File: config.mk
export PLATFORM = sky130hd
export DESIGN_NAME = ddo_ctrl
export DESIGN_NICKNAME = d
export VERILOG_FILES = /design/src/rtl/ddo_pkg.sv /design/src/rtl/ddo_ctrl.sv
export VERILOG_INCLUDE_DIRS = /design/src /design/src/rtl
export SDC_FILE = /design/constraint.sdc
export NUM_CORES = 1
export LEC_CHECK = 0
export ABC_AREA = 1
export BUFFER_PORTS_ARGS = -buffer_cell sky130_fd_sc_hd__buf_2
export CAP_MARGIN = 15
export CORE_AREA = 5 5 42 44
export CTS_CLUSTER_SIZE = 24
export DETAILED_ROUTE_END_ITERATION = 16
export DIE_AREA = 0 0 47 49
export PLACE_DENSITY_LB_ADDON = 0.05
export SYNTH_ARGS = -nofsm -noshare
export SYNTH_HDL_FRONTEND = slang
export SYNTH_SLANG_ARGS = --single-unit
File: constraint.sdc
create_clock -name i_clk -period 2.9 [get_ports i_clk]
set_input_delay 0.435 -clock i_clk [delete_from_list [all_inputs] [get_ports i_clk]]
set_output_delay 0.435 -clock i_clk [all_outputs]
set_load 0.03 [all_outputs]
File: src/rtl/differential_drive_odometry_unit_assert.svh
// Assertion macros used by the RTL controller.
`ifndef DIFFERENTIAL_DRIVE_ODOMETRY_UNIT_ASSERT_SVH
`define DIFFERENTIAL_DRIVE_ODOMETRY_UNIT_ASSERT_SVH

// Same-cycle implication, disabled in reset.
`define DDO_ASSERT_NOW(label, ante, cons) \
    label: assert property (@(posedge i_clk) disable iff (!i_rst_n) (ante) |-> (cons)) \
        else $error("ddo assertion failed");

// Next-cycle implication, disabled in reset.
`define DDO_ASSERT_NEXT(label, ante, cons) \
    label: assert property (@(posedge i_clk) disable iff (!i_rst_n) (ante) |=> (cons)) \
        else $error("ddo assertion failed");

`endif

File: src/rtl/ddo_pkg.sv
package ddo_pkg;

    localparam int CORDIC_STEPS  = 16;
    localparam int FRACTION_BITS = 16;

    localparam int IW = $clog2(CORDIC_STEPS);
    localparam int CW = FRACTION_BITS + 4;
    localparam int ZW = 34;

    localparam logic [63:0] CORDIC_GAIN_Q32 = 64'd2608131496;
    localparam logic [63:0] X0_FULL =
        (CORDIC_GAIN_Q32 + (64'd1 << (31 - FRACTION_BITS))) >> (32 - FRACTION_BITS);
    localparam logic signed [CW-1:0] X0 = CW'(X0_FULL);

    localparam logic [31:0] ATAN_TAB [24] = '{
        32'h20000000, 32'h12E4051E, 32'h09FB385B, 32'h051111D4, 32'h028B0D43,
        32'h0145D7E1, 32'h00A2F61E, 32'h00517C55, 32'h0028BE53, 32'h00145F2F,
        32'h000A2F98, 32'h000517CC, 32'h00028BE6, 32'h000145F3, 32'h0000A2FA,
        32'h0000517D, 32'h000028BE, 32'h0000145F, 32'h00000A30, 32'h00000518,
        32'h0000028C, 32'h00000146, 32'h000000A3, 32'h00000051
    };

    localparam logic [2:0] REG_DPP     = 3'd0;
    localparam logic [2:0] REG_GAIN    = 3'd1;
    localparam logic [2:0] REG_START_X = 3'd2;
    localparam logic [2:0] REG_START_Y = 3'd3;
    localparam logic [2:0] REG_START_H = 3'd4;

    typedef struct packed {
        logic               op;
        logic signed [31:0] left_count;
        logic signed [31:0] right_count;
    } t_in;

    typedef struct packed {
        logic signed [31:0] pos_x;
        logic signed [31:0] pos_y;
        logic        [31:0] heading;
    } t_out;

    typedef struct packed {
        logic          capture;
        logic          prep;
        logic          iter;
        logic          mul;
        logic          acc;
        logic          load_out;
        logic [IW-1:0] iter_idx;
    } t_cmd;

    typedef struct packed {
        logic op;
    } t_sts;

endpackage

File: src/rtl/ddo_ctrl.sv
`include "differential_drive_odometry_unit_assert.svh"

module ddo_ctrl (
    input  logic          i_clk,
    input  logic          i_rst_n,
    input  logic          i_in_valid,
    output logic          o_in_stall,
    output logic          o_out_valid,
    input  logic          i_out_stall,
    output ddo_pkg::t_cmd o_cmd,
    input  ddo_pkg::t_sts i_sts
);
    import ddo_pkg::*;

    typedef enum logic [2:0] {S_IDLE, S_PREP, S_ITER, S_MUL, S_ACC, S_DONE} t_state;

    t_state        r_state;
    logic [IW-1:0] r_iter;
    logic          r_out_valid;
    logic          accept;
    logic          slot_free;

    assign accept     = i_in_valid && (r_state == S_IDLE);
    assign slot_free  = !r_out_valid || !i_out_stall;
    assign o_in_stall = (r_state != S_IDLE);
    assign o_out_valid = r_out_valid;

    always_comb begin
        o_cmd          = '0;
        o_cmd.capture  = accept;
        o_cmd.prep     = (r_state == S_PREP);
        o_cmd.iter     = (r_state == S_ITER);
        o_cmd.mul      = (r_state == S_MUL);
        o_cmd.acc      = (r_state == S_ACC);
        o_cmd.load_out = (r_state == S_DONE) && slot_free;
        o_cmd.iter_idx = r_iter;
    end

    always_ff @(posedge i_clk) begin
        if (!i_rst_n) begin
            r_state     <= S_IDLE;
            r_iter      <= '0;
            r_out_valid <= 1'b0;
        end else begin
            if (o_cmd.load_out) begin
                r_out_valid <= 1'b1;
            end else if (r_out_valid && !i_out_stall) begin
                r_out_valid <= 1'b0;
            end
            case (r_state)
                S_IDLE: begin
                    if (accept) begin
                        r_state <= S_PREP;
                    end
                end
                S_PREP: begin
                    r_iter  <= '0;
                    r_state <= i_sts.op ? S_DONE : S_ITER;
                end
                S_ITER: begin
                    if (r_iter == IW'(CORDIC_STEPS - 1)) begin
                        r_state <= S_MUL;
                    end else begin
                        r_iter <= r_iter + 1'b1;
                    end
                end
                S_MUL:  r_state <= S_ACC;
                S_ACC:  r_state <= S_DONE;
                S_DONE: begin
                    if (slot_free) begin
                        r_state <= S_IDLE;
                    end
                end
                default: r_state <= S_IDLE;
            endcase
        end
    end

    `DDO_ASSERT_NEXT(a_accept_busy, accept, r_state == S_PREP)
    `DDO_ASSERT_NEXT(a_done_shows, (r_state == S_DONE) && slot_free, r_out_valid)
    `DDO_ASSERT_NOW(a_iter_range, r_state == S_ITER, r_iter <= IW'(CORDIC_STEPS - 1))

endmodule

---- Word level (Yosys, flattened, before mapping) ----
Index checks and enable logic that the tools add are counted.
word-level totals
  output and inout port bits .............. 12
  register bits after elaboration ......... 8
  input port bits ......................... 5
cells by class
  muxes and demuxes ....................... 9
  equality and inequality tests ........... 10
  add/sub/neg operators ................... 1
  reduce and logical (&&, ||, !) cells .... 12
operator list
  kind                   count
  $pmux W3 S6            1
  $mux W3                4
  $pmux W4 S2            1
  $eq A3 B2 Y1 const B   2
  $eq A3 B3 Y1 const B   2
  $ne A2 B2 Y1 const B   3
  $add A4 B1 Y4 const B  1
  $eq A4 B4 Y1 const B   1
  $mux W4                1
  $reduce_bool A2 Y1     2
  $eq A3 B1 Y1 const B   1
  $logic_and A1 B1 Y1    3
  $logic_not A3 Y1       1
  $reduce_and A3 Y1      1
  $reduce_bool A3 Y1     1
  $logic_not A1 Y1       2
  $mux W1                2
  $ne A2 B1 Y1 const B   1
  $reduce_and A2 Y1      1
  $logic_or A1 B1 Y1     1

---- Longest topological paths before layout ----
Gate-level depths: netlist (run 1).
  word-level depth ........................ 4
  mapped depth ............................ 8
  mapped depth without buffers ............ 8

---- Worst setup path before layout (run 1) ----
OpenSTA, ideal clock, no wires.
  path type ............................... reg-to-output
  start ................................... register r_state[0]
  end ..................................... output o_cmd[4] (netlist bit)
  path buffers ............................ 0
  stages on the path, launching flop included .. 5
  slack ................................... 1.420 ns
  arrival ................................. 1.045 ns
  data required time ...................... 2.465 ns
  path through ............................ dfxtp_1 > inv_2 > nor2_4 > nand2_1 > nor2_1
RTL lines
  what                    RTL line        source
  from (decl)             ddo_ctrl.sv:17  t_state r_state;
  from (signal assigned)  ddo_ctrl.sv:58  r_state <= i_sts.op ? S_DONE : S_ITER;
  to (decl)               ddo_ctrl.sv:10  output ddo_pkg::t_cmd o_cmd,

==> run summary, run 1 <==
• 3 — total iterations of the first detailed-routing run
• 484 sq um — synthesized area
• 83.7% — Slew Limit Headroom
• yes — clock tree from TritonCTS
• 0.25 ns — worst skew pair latency
• 33.1% — share of synthesized area occupied by flip-flops and latches
• 0 — max-capacitance violation count
• 0 — number of DRC violations after detailed routing
• 230 uW — Pint
• sky130_fd_sc_hd__clkbuf_4 — clock root buffer
• 34.3% — sequential fraction of design power
• 44.7% — switching share of total power
• 0 — antenna violations before repair
• 0 — warnings from Yosys
• 8 — #FFs+latches synth
• 1.23 ns — arrival time at the worst endpoint
• 6.63 sq um — Avg Cell Area, Syn
• 73 — cells after synthesis
• in -> reg — path class of the lowest-slack min-delay path
• 10.9% — Total Routing Usage GR
• register — Setup crit start kind
• 57.3% — Tcrit/Tclk final
• 5 — drt initial violations
• 275 sq um — area used by multi-input combinational logic
• 577 sq um — Cell Area, Placed
• 0.245 ns — Worst Tran Pin Value
• 0.05 ns — clock slew at reported path FFs
• 49 um — Die Height
• 1400 sq um — standard cell core area
• 14 — number of standard-cell rows in the floorplan
• 2.47 ns — worst path required time
• 602 MHz — fmax
• 694 nW/um^2 — cell area power density
• 47 um — horizontal die dimension
• 0 — count of endpoints failing setup in the final report
• 0 — cts repair resizes
• 1.88 mm — first-pass GRT wire length
• 471 — vias in the first global route
• 186 uW — power spent charging and discharging nets
• 4.62 — detail-routed via count per cell
• 7 — pin count of the biggest net entering global routing
• output port — Crit. End Element
• 17 — I/O pins
• 0 — Hold Buf Count CTS
• 2 — Max clock buf depth
• 3 — TritonCTS Buffers
• 0 — Final Hold Viols
• 0 — number of buffers inserted to repair setup after CTS
• 0 — number of antenna repair diodes
• 0.37 ns — critical path's largest stage delay
• 160 sq um — area used by sequential logic in the layout
• 494 — routed vias
• sky130_fd_sc_hd__nor2_1 (16), sky130_fd_sc_hd__buf_2 (16), sky130_fd_sc_hd__nand2_1 (15), sky130_fd_sc_hd__inv_1 (8), sky130_fd_sc_hd__dfxtp_1 (8) — most frequent cells in the layout
• 0.000361 uW — reported leakage power
• 0 — total grt overflow
• 34.6% — initial cell density of the core
• flip-flops — cell family contributing the most delay on the critical path
• 99 — layout net count
• false — RSZ-0062 raised after global routing
• 0.000354 V — worst voltage drop across the vdd grid
• 23.8% — relative area change from synthesis to final layout
• 165 — count of filler cells inserted in the layout
• 9.94 um — average wire per cell in the routed design
• 4 — highest net fanout along the worst path
• 31.9% — proportion of layout cells with a drive suffix above 1
• 0 ns — final-layout setup total negative slack
• 79 — post-synthesis net count
• inv_2, nor2_4, nand2_1, nor2_1, buf_2 — critical path cell sequence
• 2300 sq um — floorplan die area
• 416 uW — Final Total Pwr
• 2 — Buf+Inv Stages, Crit Path
• 1.66 ns — Tmin final
• 16 — quantity of I/O buffers inserted on ports
• 8 — total number of clock tree sinks
• 1 — H-tree depth
• 0 — Detail Route Antenna Nets
• 599 sq um — final design instance area without fill
• 877 um — post-detailed-placement half-perimeter wirelength
• 45.3% — combinational fraction of design power
• 17 — number of distinct library cells after synthesis
• reg -> out — worst setup path class
• 0 — final count of pins violating max slew
• 0.795 — final estimated routing congestion in global placement
• 20.4% — Clk pwr share
• finished clean — status
• 1.06 mm — Total Routed Length
• sky130_fd_sc_hd__dfxtp_1 — Max stage delay cell, worst path
• 0.00195 ns — Final Skew
==> power by group through the flow <==
| stage | sequential (uW) | clock, uW | combinational, uW |
|---|---|---|---|
| 3_3_place_gp | 145 | 0 | 191 |
| 2_1_floorplan | 158 | 0 | 135 |
| 3_5_place_dp | 145 | 0 | 191 |
| 4_1_cts | 143 | 88.0 | 192 |
| 5_1_grt | 146 | 94.9 | 210 |
| 6_report | 143 | 84.7 | 188 |
==> layer usage <==
| layer | wire (um) | part of all wire [%] | vias to the layer above | track usage (%) |
|---|---|---|---|---|
| met4 | 9 | 0.85 | 0 | 1.38 |
| li1 | - | - | 268 | - |
| met1 | 456 | 43 | 209 | 13.0 |
| met3 | 97 | 9.1 | 2 | 6.64 |
| met5 | 0 | 0 | - | 0 |
| met2 | 500 | 47 | 15 | 17.0 |
==> flip-flops by register name, summed over array words and instances (netlist names) <==
| signal | count |
|---|---|
| r_state | 3 |
| o_out_valid | 1 |
| r_iter | 4 |
==> path summary, 6_finish.rpt <==
kind	from	to	slack, ns	depth (start not counted)
max	r_state[0]	o_cmd[4]	1.24	5
min	i_out_stall	o_out_valid	0.45	3
max reg2reg	r_iter[0]	r_iter[1]	1.62	7
min reg2reg	o_out_valid	o_out_valid	0.47	2
==> layout make-up <==
cell class	count	share of cell area, %
well taps	16	3.34
multi-input cells	53	45.9
inverters	11	6.89
clock buffers	3	3.76
repair buffers	16	13.4
flip-flops and latches	8	26.7
==> stage by stage <==
step / hold WS, ns / setup slack, ns / utilization (%) / cells
after global routing: 0.478 / 1.11 / 42.8 / 107
after detailed placement: 0.471 / 1.51 / 41.2 / 104
final: 0.454 / 1.24 / 42.8 / 107
after global placement: 0.479 / 1.52 / 41.2 / 104
after CTS: 0.451 / 1.23 / 42.8 / 107
after floorplan: 0.504 / 1.42 / - / 73
==> worst register-to-register path, delay by kind of cell (launching register included) <==
kind / cells / cell delay (ns)
AND/OR/NAND/NOR: 4 / 0.43
flip-flops: 1 / 0.34
adder cells (fa/ha/maj): 1 / 0.24
AO/OA/AOI/OAI: 1 / 0.11
buffers and inverters: 1 / 0.06
==> cells by family (layout without fill, tap and decap cells) <==
family / count (synthesis) / count (layout) / synth area share (%)
buf+inv: 12 / 30 / 10.1
simple gates: 44 / 44 / 45.2
compound gates: 8 / 8 / 9.04
fa+ha+maj: 1 / 1 / 2.58
flops: 8 / 8 / 33.1
==> synthesized netlist by cell type, drive strengths merged <==
master	n	area share, %
and3	1	1.3
buf	1	1.6
dfxtp	8	33
inv	11	8.5
o2111ai	1	1.8
o21ai	3	3.1
ha	1	2.6
nor2	18	16
a21oi	4	4.1
nand2	18	19
nand3	7	9.3
Note: power is estimated with default switching activity, not from simulation.
==> run 2: changes to the inputs <==
--- a/config.mk
+++ b/config.mk
@@ -6,7 +6,7 @@
 export SDC_FILE = /design/constraint.sdc
 export NUM_CORES = 1
 export LEC_CHECK = 0
-export ABC_AREA = 1
+export ABC_AREA = 0
 export BUFFER_PORTS_ARGS = -buffer_cell sky130_fd_sc_hd__buf_2
 export CAP_MARGIN = 15
 export CORE_AREA = 5 5 42 44
==> constraint.sdc (replaced) <==
create_clock -name i_clk -period 1.42 [get_ports i_clk]
set_input_delay 0.213 -clock i_clk [delete_from_list [all_inputs] [get_ports i_clk]]
set_output_delay 0.213 -clock i_clk [all_outputs]
set_load 0.03 [all_outputs]
==> run 2 against run 1 <==
  * The run now ends with setup timing left
  * Synthesized area grew 0.52%
  * First-iteration DRC count did not move
  * Sequential power is 80% higher
  * Die area did not move
  * Design area up 42%
  * Cell count rose by 1.9%
  * Largest cell class unchanged
  * Largest power group unchanged
==> run summary, run 2 <==
• complete, but fails checks — status
• 32.9% — area share of the largest cell type after synthesis
• 0 — number of antenna repair diodes
• 103% — Tcrit/Tclk final
• 18.8% — met2 Resource Use GR
• 66 — post-synthesis net count
• 684 MHz — fmax
• 34.7% — initial cell density of the core
• 0 — warnings from Yosys
• 1.21 ns — worst path required time
• sky130_fd_sc_hd__dfxtp_1 (33%), sky130_fd_sc_hd__nand3b_1 (4.6%), sky130_fd_sc_hd__o21a_1 (4.6%) — largest cells by area after synthesis
• 129 — count of filler cells inserted in the layout
• true — RSZ-0062 raised after global routing
• sky130_fd_sc_hd__dfxtp_1 (8), sky130_fd_sc_hd__nor2_1 (5), sky130_fd_sc_hd__a21oi_1 (4), sky130_fd_sc_hd__inv_1 (4) — most common library cells after synthesis
• sky130_fd_sc_hd__buf_4 — most common cell after layout, fill and taps aside
• sky130_fd_sc_hd__buf_4 (17), sky130_fd_sc_hd__buf_2 (9), sky130_fd_sc_hd__buf_6 (7), sky130_fd_sc_hd__dfxtp_4 (5) — most frequent cells in the layout
• 2 — Max clock buf depth
• 0.332 ns — Worst Tran Pin Value
• 60 — cells after synthesis
• 16 — quantity of I/O buffers inserted on ports
• 1.25 ns — arrival time at the worst endpoint
• met2 — most utilized layer in the global route result
• 8 — #FFs+latches synth
• 0.00477 ns — Final Skew
• 976 um — post-detailed-placement half-perimeter wirelength
• 0 — antenna violations before repair
• yes — clock tree from TritonCTS
• 1.40 mm — Total Routed Length
• 5.20 — detail-routed via count per cell
• 74.8% — relative area change from synthesis to final layout
• 0% — asr flop ratio synth
• 32.9% — share of synthesized area occupied by flip-flops and latches
• 0 — max-capacitance violation count
• output port — Crit. End Element
• 49 um — Die Height
• 0.26 ns — worst skew pair latency
• in -> reg — path class of the lowest-slack min-delay path
• 13.8% — GR Util met1
• 1400 sq um — standard cell core area
• 947 nW/um^2 — cell area power density
• 0.06 ns — clock slew at reported path FFs
• 1 — H-tree depth
• 3 — TritonCTS Buffers
• 5 — drt initial violations
• 14 — number of standard-cell rows in the floorplan
• 8.11 sq um — Avg Cell Area, Syn
• register — Setup crit start kind
• sky130_fd_sc_hd__clkbuf_4 — clock root buffer
• 12.8 um — average wire per cell in the routed design
• sky130_fd_sc_hd__dfxtp_1 — most common flop cell mapped by yosys
• 3 — Hold Path Cell Cnt
• 0.000367 uW — reported leakage power
• 6.64% — GR met3 Demand/Resource
• 1.46 ns — Tmin final
• 2300 sq um — floorplan die area
• 17 — I/O pins
• 487 sq um — synthesized area
• r_iter — register bank with the most flops
• 499 — vias in the first global route
• 4 — total iterations of the first detailed-routing run
• 0.0344 ns — post-placement worst setup slack
• 0 — number of DRC violations after detailed routing
• sky130_fd_sc_hd__dfxtp_1 — most repeated cell in the gate-level netlist after synthesis
• 0.000512 V — worst voltage drop across the vdd grid
• reg -> out — worst setup path class
• 8 — pin count of the biggest net entering global routing
• 664 sq um — Cell Area, Placed
• 0 — Detail Route Antenna Nets
• 47 um — horizontal die dimension
• -0.0427 ns — final worst setup slack
• -0.0932 ns — final-layout setup total negative slack
• 0.689 — final estimated routing congestion in global placement
• 2.08 mm — first-pass GRT wire length
• 0 — Final Hold Viols
• 0 — number of flops mapped to enable cells by yosys
• 0 — total grt overflow
• 7 — highest net fanout along the worst path
• 851 sq um — final design instance area without fill
• 34 — number of distinct library cells after synthesis
• 4 — number of cells on the worst reg-to-reg path
• 0 — Hold Buf Count CTS
• setup timing — violations in the final reports
• 8 — total number of clock tree sinks
• 4 — flip-flop count of the largest register after layout
• 58.1% — proportion of layout cells with a drive suffix above 1
• sky130_fd_sc_hd__dfxtp_1 — biggest area consumer among synthesized cells
• 0 — final count of pins violating max slew
• 3 — count of endpoints failing setup in the final report
• 77.6% — Slew Limit Headroom
• 12.5% — Total Routing Usage GR
• 100 — layout net count
• 567 — routed vias
run 2: cell types whose count changed in the layout (fill, tap and decap cells not counted), sizes merged, moves of 3 or more:
cell / change
nand3b: +3
o21a: +3
nand2: -17
nand3: -6
inv: -7
nor2: -13
buf: +17
run 2: worst paths after layout:
| kind | end | from | slack (ns) |
|---|---|---|---|
| setup / recovery | o_cmd[9] | r_state[1] | -0.04 |
| hold / removal | r_iter[2] | i_rst_n | 0.24 |
| setup reg to reg | r_iter[3] | r_iter[0] | -0.03 |
| hold reg to reg | r_iter[2] | r_iter[2] | 0.50 |
run 2: repair_timing:
item | CTS | global route
gates resized for setup | 15 | 19
pin swaps | 0 | 7
endpoints found under the setup margin | 7 | 9
setup buffers | 4 | 4
run 2: critical path, stage by stage, from the launching register on:
cell and delay, ns:
sky130_fd_sc_hd__dfxtp_4 0.37, sky130_fd_sc_hd__or3_4 0.40, sky130_fd_sc_hd__nor2_4 0.09, sky130_fd_sc_hd__buf_6 0.13
run 2: report_power, final:
group,internal [uW],total (uW),switching [uW]
Sequential,238,258,20.2
Clock,108,198,90.1
Combinational,173,349,176
run 2: routing by layer:
metal	wire length, um	vias up
met5	0	-
met4	14	0
met3	83	2
met2	683	12
met1	618	261
li1	-	292
run 2: kinds of logic (layout without fill, tap and decap cells):
logic type | after synthesis | count (layout) | share of synthesized area (%)
and+or+nand+nor | 26 | 26 | 33.4
DFF | 8 | 8 | 32.9
xor gates and xnor gates | 1 | 1 | 1.80
buffers and inverters | 8 | 41 | 7.20
AOI/OAI and AO/OA | 15 | 15 | 20.1
muxes | 1 | 1 | 2.06
adders and majority gates | 1 | 1 | 2.57
run 2: through the flow:
stage                     utilization [%]  instances  hold slack (ns)  total power, uW
after detailed placement             47.4         97            0.494              508
final                                60.7        109            0.240              806
after CTS                            54.1        105            0.234              749
after global placement               47.4         97            0.484              509
after floorplan                         -         60            0.358              422
after global routing                 60.7        109            0.246              860
run 2: area by class of cell:
class / count / area (sq um) / share of cell area [%]
Inverter: 4 / 17.5 / 2.06
Sequential cell: 8 / 180 / 21.2
Multi-Input combinational cell: 44 / 355 / 41.8
Timing Repair Buffer: 33 / 251 / 29.6
Clock buffer: 4 / 26.3 / 3.09
Tap cell: 16 / 20.0 / 2.35
==> run 3: changes to the inputs <==
--- a/config.mk
+++ b/config.mk
@@ -14,6 +14,7 @@
 export DETAILED_ROUTE_END_ITERATION = 16
 export DIE_AREA = 0 0 47 49
 export PLACE_DENSITY_LB_ADDON = 0.05
+export RECOVER_POWER = 100
 export SYNTH_ARGS = -nofsm -noshare
 export SYNTH_HDL_FRONTEND = slang
 export SYNTH_SLANG_ARGS = --single-unit
==> run 3 against run 2 <==
  * The flow still finishes with violations (setup timing)
  * Design area fell by 1.2%
  * Clock skew barely moved
  * Global-route usage did not move
  * Worst setup slack barely moved
  * Hold slack barely moved
  * Critical endpoint unchanged
  * Largest cell class unchanged
  * Highest routed layer unchanged
==> run summary, run 3 (synthesized netlist as in run 2, its figures left out) <==
• setup timing — violations in the final reports
• or3_4, nor2_4, buf_6 — critical path cell sequence
• 8 — total number of clock tree sinks
• reg -> out — worst setup path class
• 1 — H-tree depth
• complete, but fails checks — status
• 0 — number of DRC violations after detailed routing
• 12.5% — Total Routing Usage GR
• 1400 sq um — standard cell core area
• 2 — Max clock buf depth
• 180 sq um — area used by sequential logic in the layout
• 0.000512 V — worst voltage drop across the vdd grid
• 955 nW/um^2 — cell area power density
• 1.21 ns — worst path required time
• 0.689 — final estimated routing congestion in global placement
• 0.26 ns — worst skew pair latency
• sky130_fd_sc_hd__or3_4 — Max stage delay cell, worst path
• true — RSZ-0062 raised after global routing
• 0 — Detail Route Antenna Nets
• register — Setup crit start kind
• 0.386 ns — Worst Tran Pin Value
• 100 — layout net count
• in -> reg — path class of the lowest-slack min-delay path
• 683 MHz — fmax
• 841 sq um — final design instance area without fill
• 0 — final count of pins violating max slew
• 976 um — post-detailed-placement half-perimeter wirelength
• 6.64% — GR met3 Demand/Resource
• 1.25 ns — arrival time at the worst endpoint
• 74.4% — Slew Limit Headroom
• output port — Crit. End Element
• 0 — Final Hold Viols
• 1.40 mm — Total Routed Length
• 103% — Tcrit/Tclk final
• 0 — Hold Buf Count CTS
• 132 — count of filler cells inserted in the layout
• r_iter — register bank with the most flops
• 0.000341 uW — reported leakage power
• 16 — quantity of I/O buffers inserted on ports
• 4 — flip-flop count of the largest register after layout
• 51.6% — proportion of layout cells with a drive suffix above 1
• simple AND/OR/NAND/NOR gates — cell family contributing the most delay on the critical path
• 7 — highest net fanout along the worst path
• 0.0344 ns — post-placement worst setup slack
• yes — clock tree from TritonCTS
• 355 sq um — area used by multi-input combinational logic
• 0.00478 ns — Final Skew
• 0 — antenna violations before repair
• 18.8% — met2 Resource Use GR
• 0 — number of antenna repair diodes
• 8 — pin count of the biggest net entering global routing
• 571 — routed vias
• 17 — I/O pins
• 72.8% — relative area change from synthesis to final layout
• 3 — TritonCTS Buffers
• 2.08 mm — first-pass GRT wire length
• sky130_fd_sc_hd__buf_4 — most common cell after layout, fill and taps aside
• 2300 sq um — floorplan die area
• 13.8% — GR Util met1
• 4 — total iterations of the first detailed-routing run
• 1.46 ns — Tmin final
• -0.0431 ns — final worst setup slack
• met2 — most utilized layer in the global route result
• sky130_fd_sc_hd__buf_4 (16), sky130_fd_sc_hd__clkbuf_1 (7), sky130_fd_sc_hd__buf_6 (7), sky130_fd_sc_hd__dfxtp_4 (5), sky130_fd_sc_hd__buf_2 (4) — most frequent cells in the layout
• 1 — Buf+Inv Stages, Crit Path
• 5.24 — detail-routed via count per cell
• 5 — drt initial violations
• 0 — max-capacitance violation count
• 49 um — Die Height
• 12.9 um — average wire per cell in the routed design
• 14 — number of standard-cell rows in the floorplan
• 0.06 ns — clock slew at reported path FFs
• 34.7% — initial cell density of the core
• 499 — vias in the first global route
• 664 sq um — Cell Area, Placed
• 3 — count of endpoints failing setup in the final report
• 47 um — horizontal die dimension
• 0 — total grt overflow
• 0.40 ns — critical path's largest stage delay
• sky130_fd_sc_hd__clkbuf_4 — clock root buffer
## run 3: power by group
group / switching [uW] / internal, uW / leakage [uW]
Combinational: 177 / 169 / 0.000257
Sequential: 20.3 / 238 / 0.0000691
Clock: 90.2 / 108 / 0.0000150
## run 3: cell type report
cell class / count / area share [%]
clock buffers: 4 / 3.13
inverters: 4 / 2.08
multi-input cells: 44 / 42.3
flip-flops and latches: 8 / 21.4
well taps: 16 / 2.38
repair buffers: 33 / 28.7
## run 3: final timing paths
kind / from / to / slack, ns / cells after the start
worst min register to register: r_iter[2] / r_iter[2] / 0.50 / 2
worst max register to register: r_iter[0] / r_iter[3] / -0.03 / 4
worst min-delay path: i_rst_n / r_iter[2] / 0.24 / 3
worst max-delay path: r_state[1] / o_cmd[9] / -0.04 / 3
## run 3: tightest hold or removal path, stage by stage
cell and delay [ns]:
sky130_fd_sc_hd__buf_2 0.12, sky130_fd_sc_hd__nand3b_1 0.07, sky130_fd_sc_hd__mux2i_1 0.06
## run 3: repair_timing
action,CTS,global route
endpoints found under the setup margin,7,9
pin swaps,0,7
resized for setup,15,19
endpoints found under the hold margin,0,0
buffers inserted,4,4
## run 3: metrics by stage
stage / hold slack (ns) / setup TNS (ns) / utilization (%) / std cells / power, uW
global route: 0.246 / -0.395 / 60.0 / 109 / 857
finish: 0.240 / -0.0918 / 60.0 / 109 / 803
floorplan: 0.358 / 0 / - / 60 / 422
global placement: 0.484 / 0 / 47.4 / 97 / 509
detailed placement: 0.494 / 0 / 47.4 / 97 / 508
CTS: 0.234 / -0.146 / 54.1 / 105 / 749
## run 3: layer usage
metal / routed length [um] / up-vias
met5: 0 / -
met4: 14 / 0
met3: 94 / 2
met2: 677 / 17
met1: 615 / 260
li1: - / 292
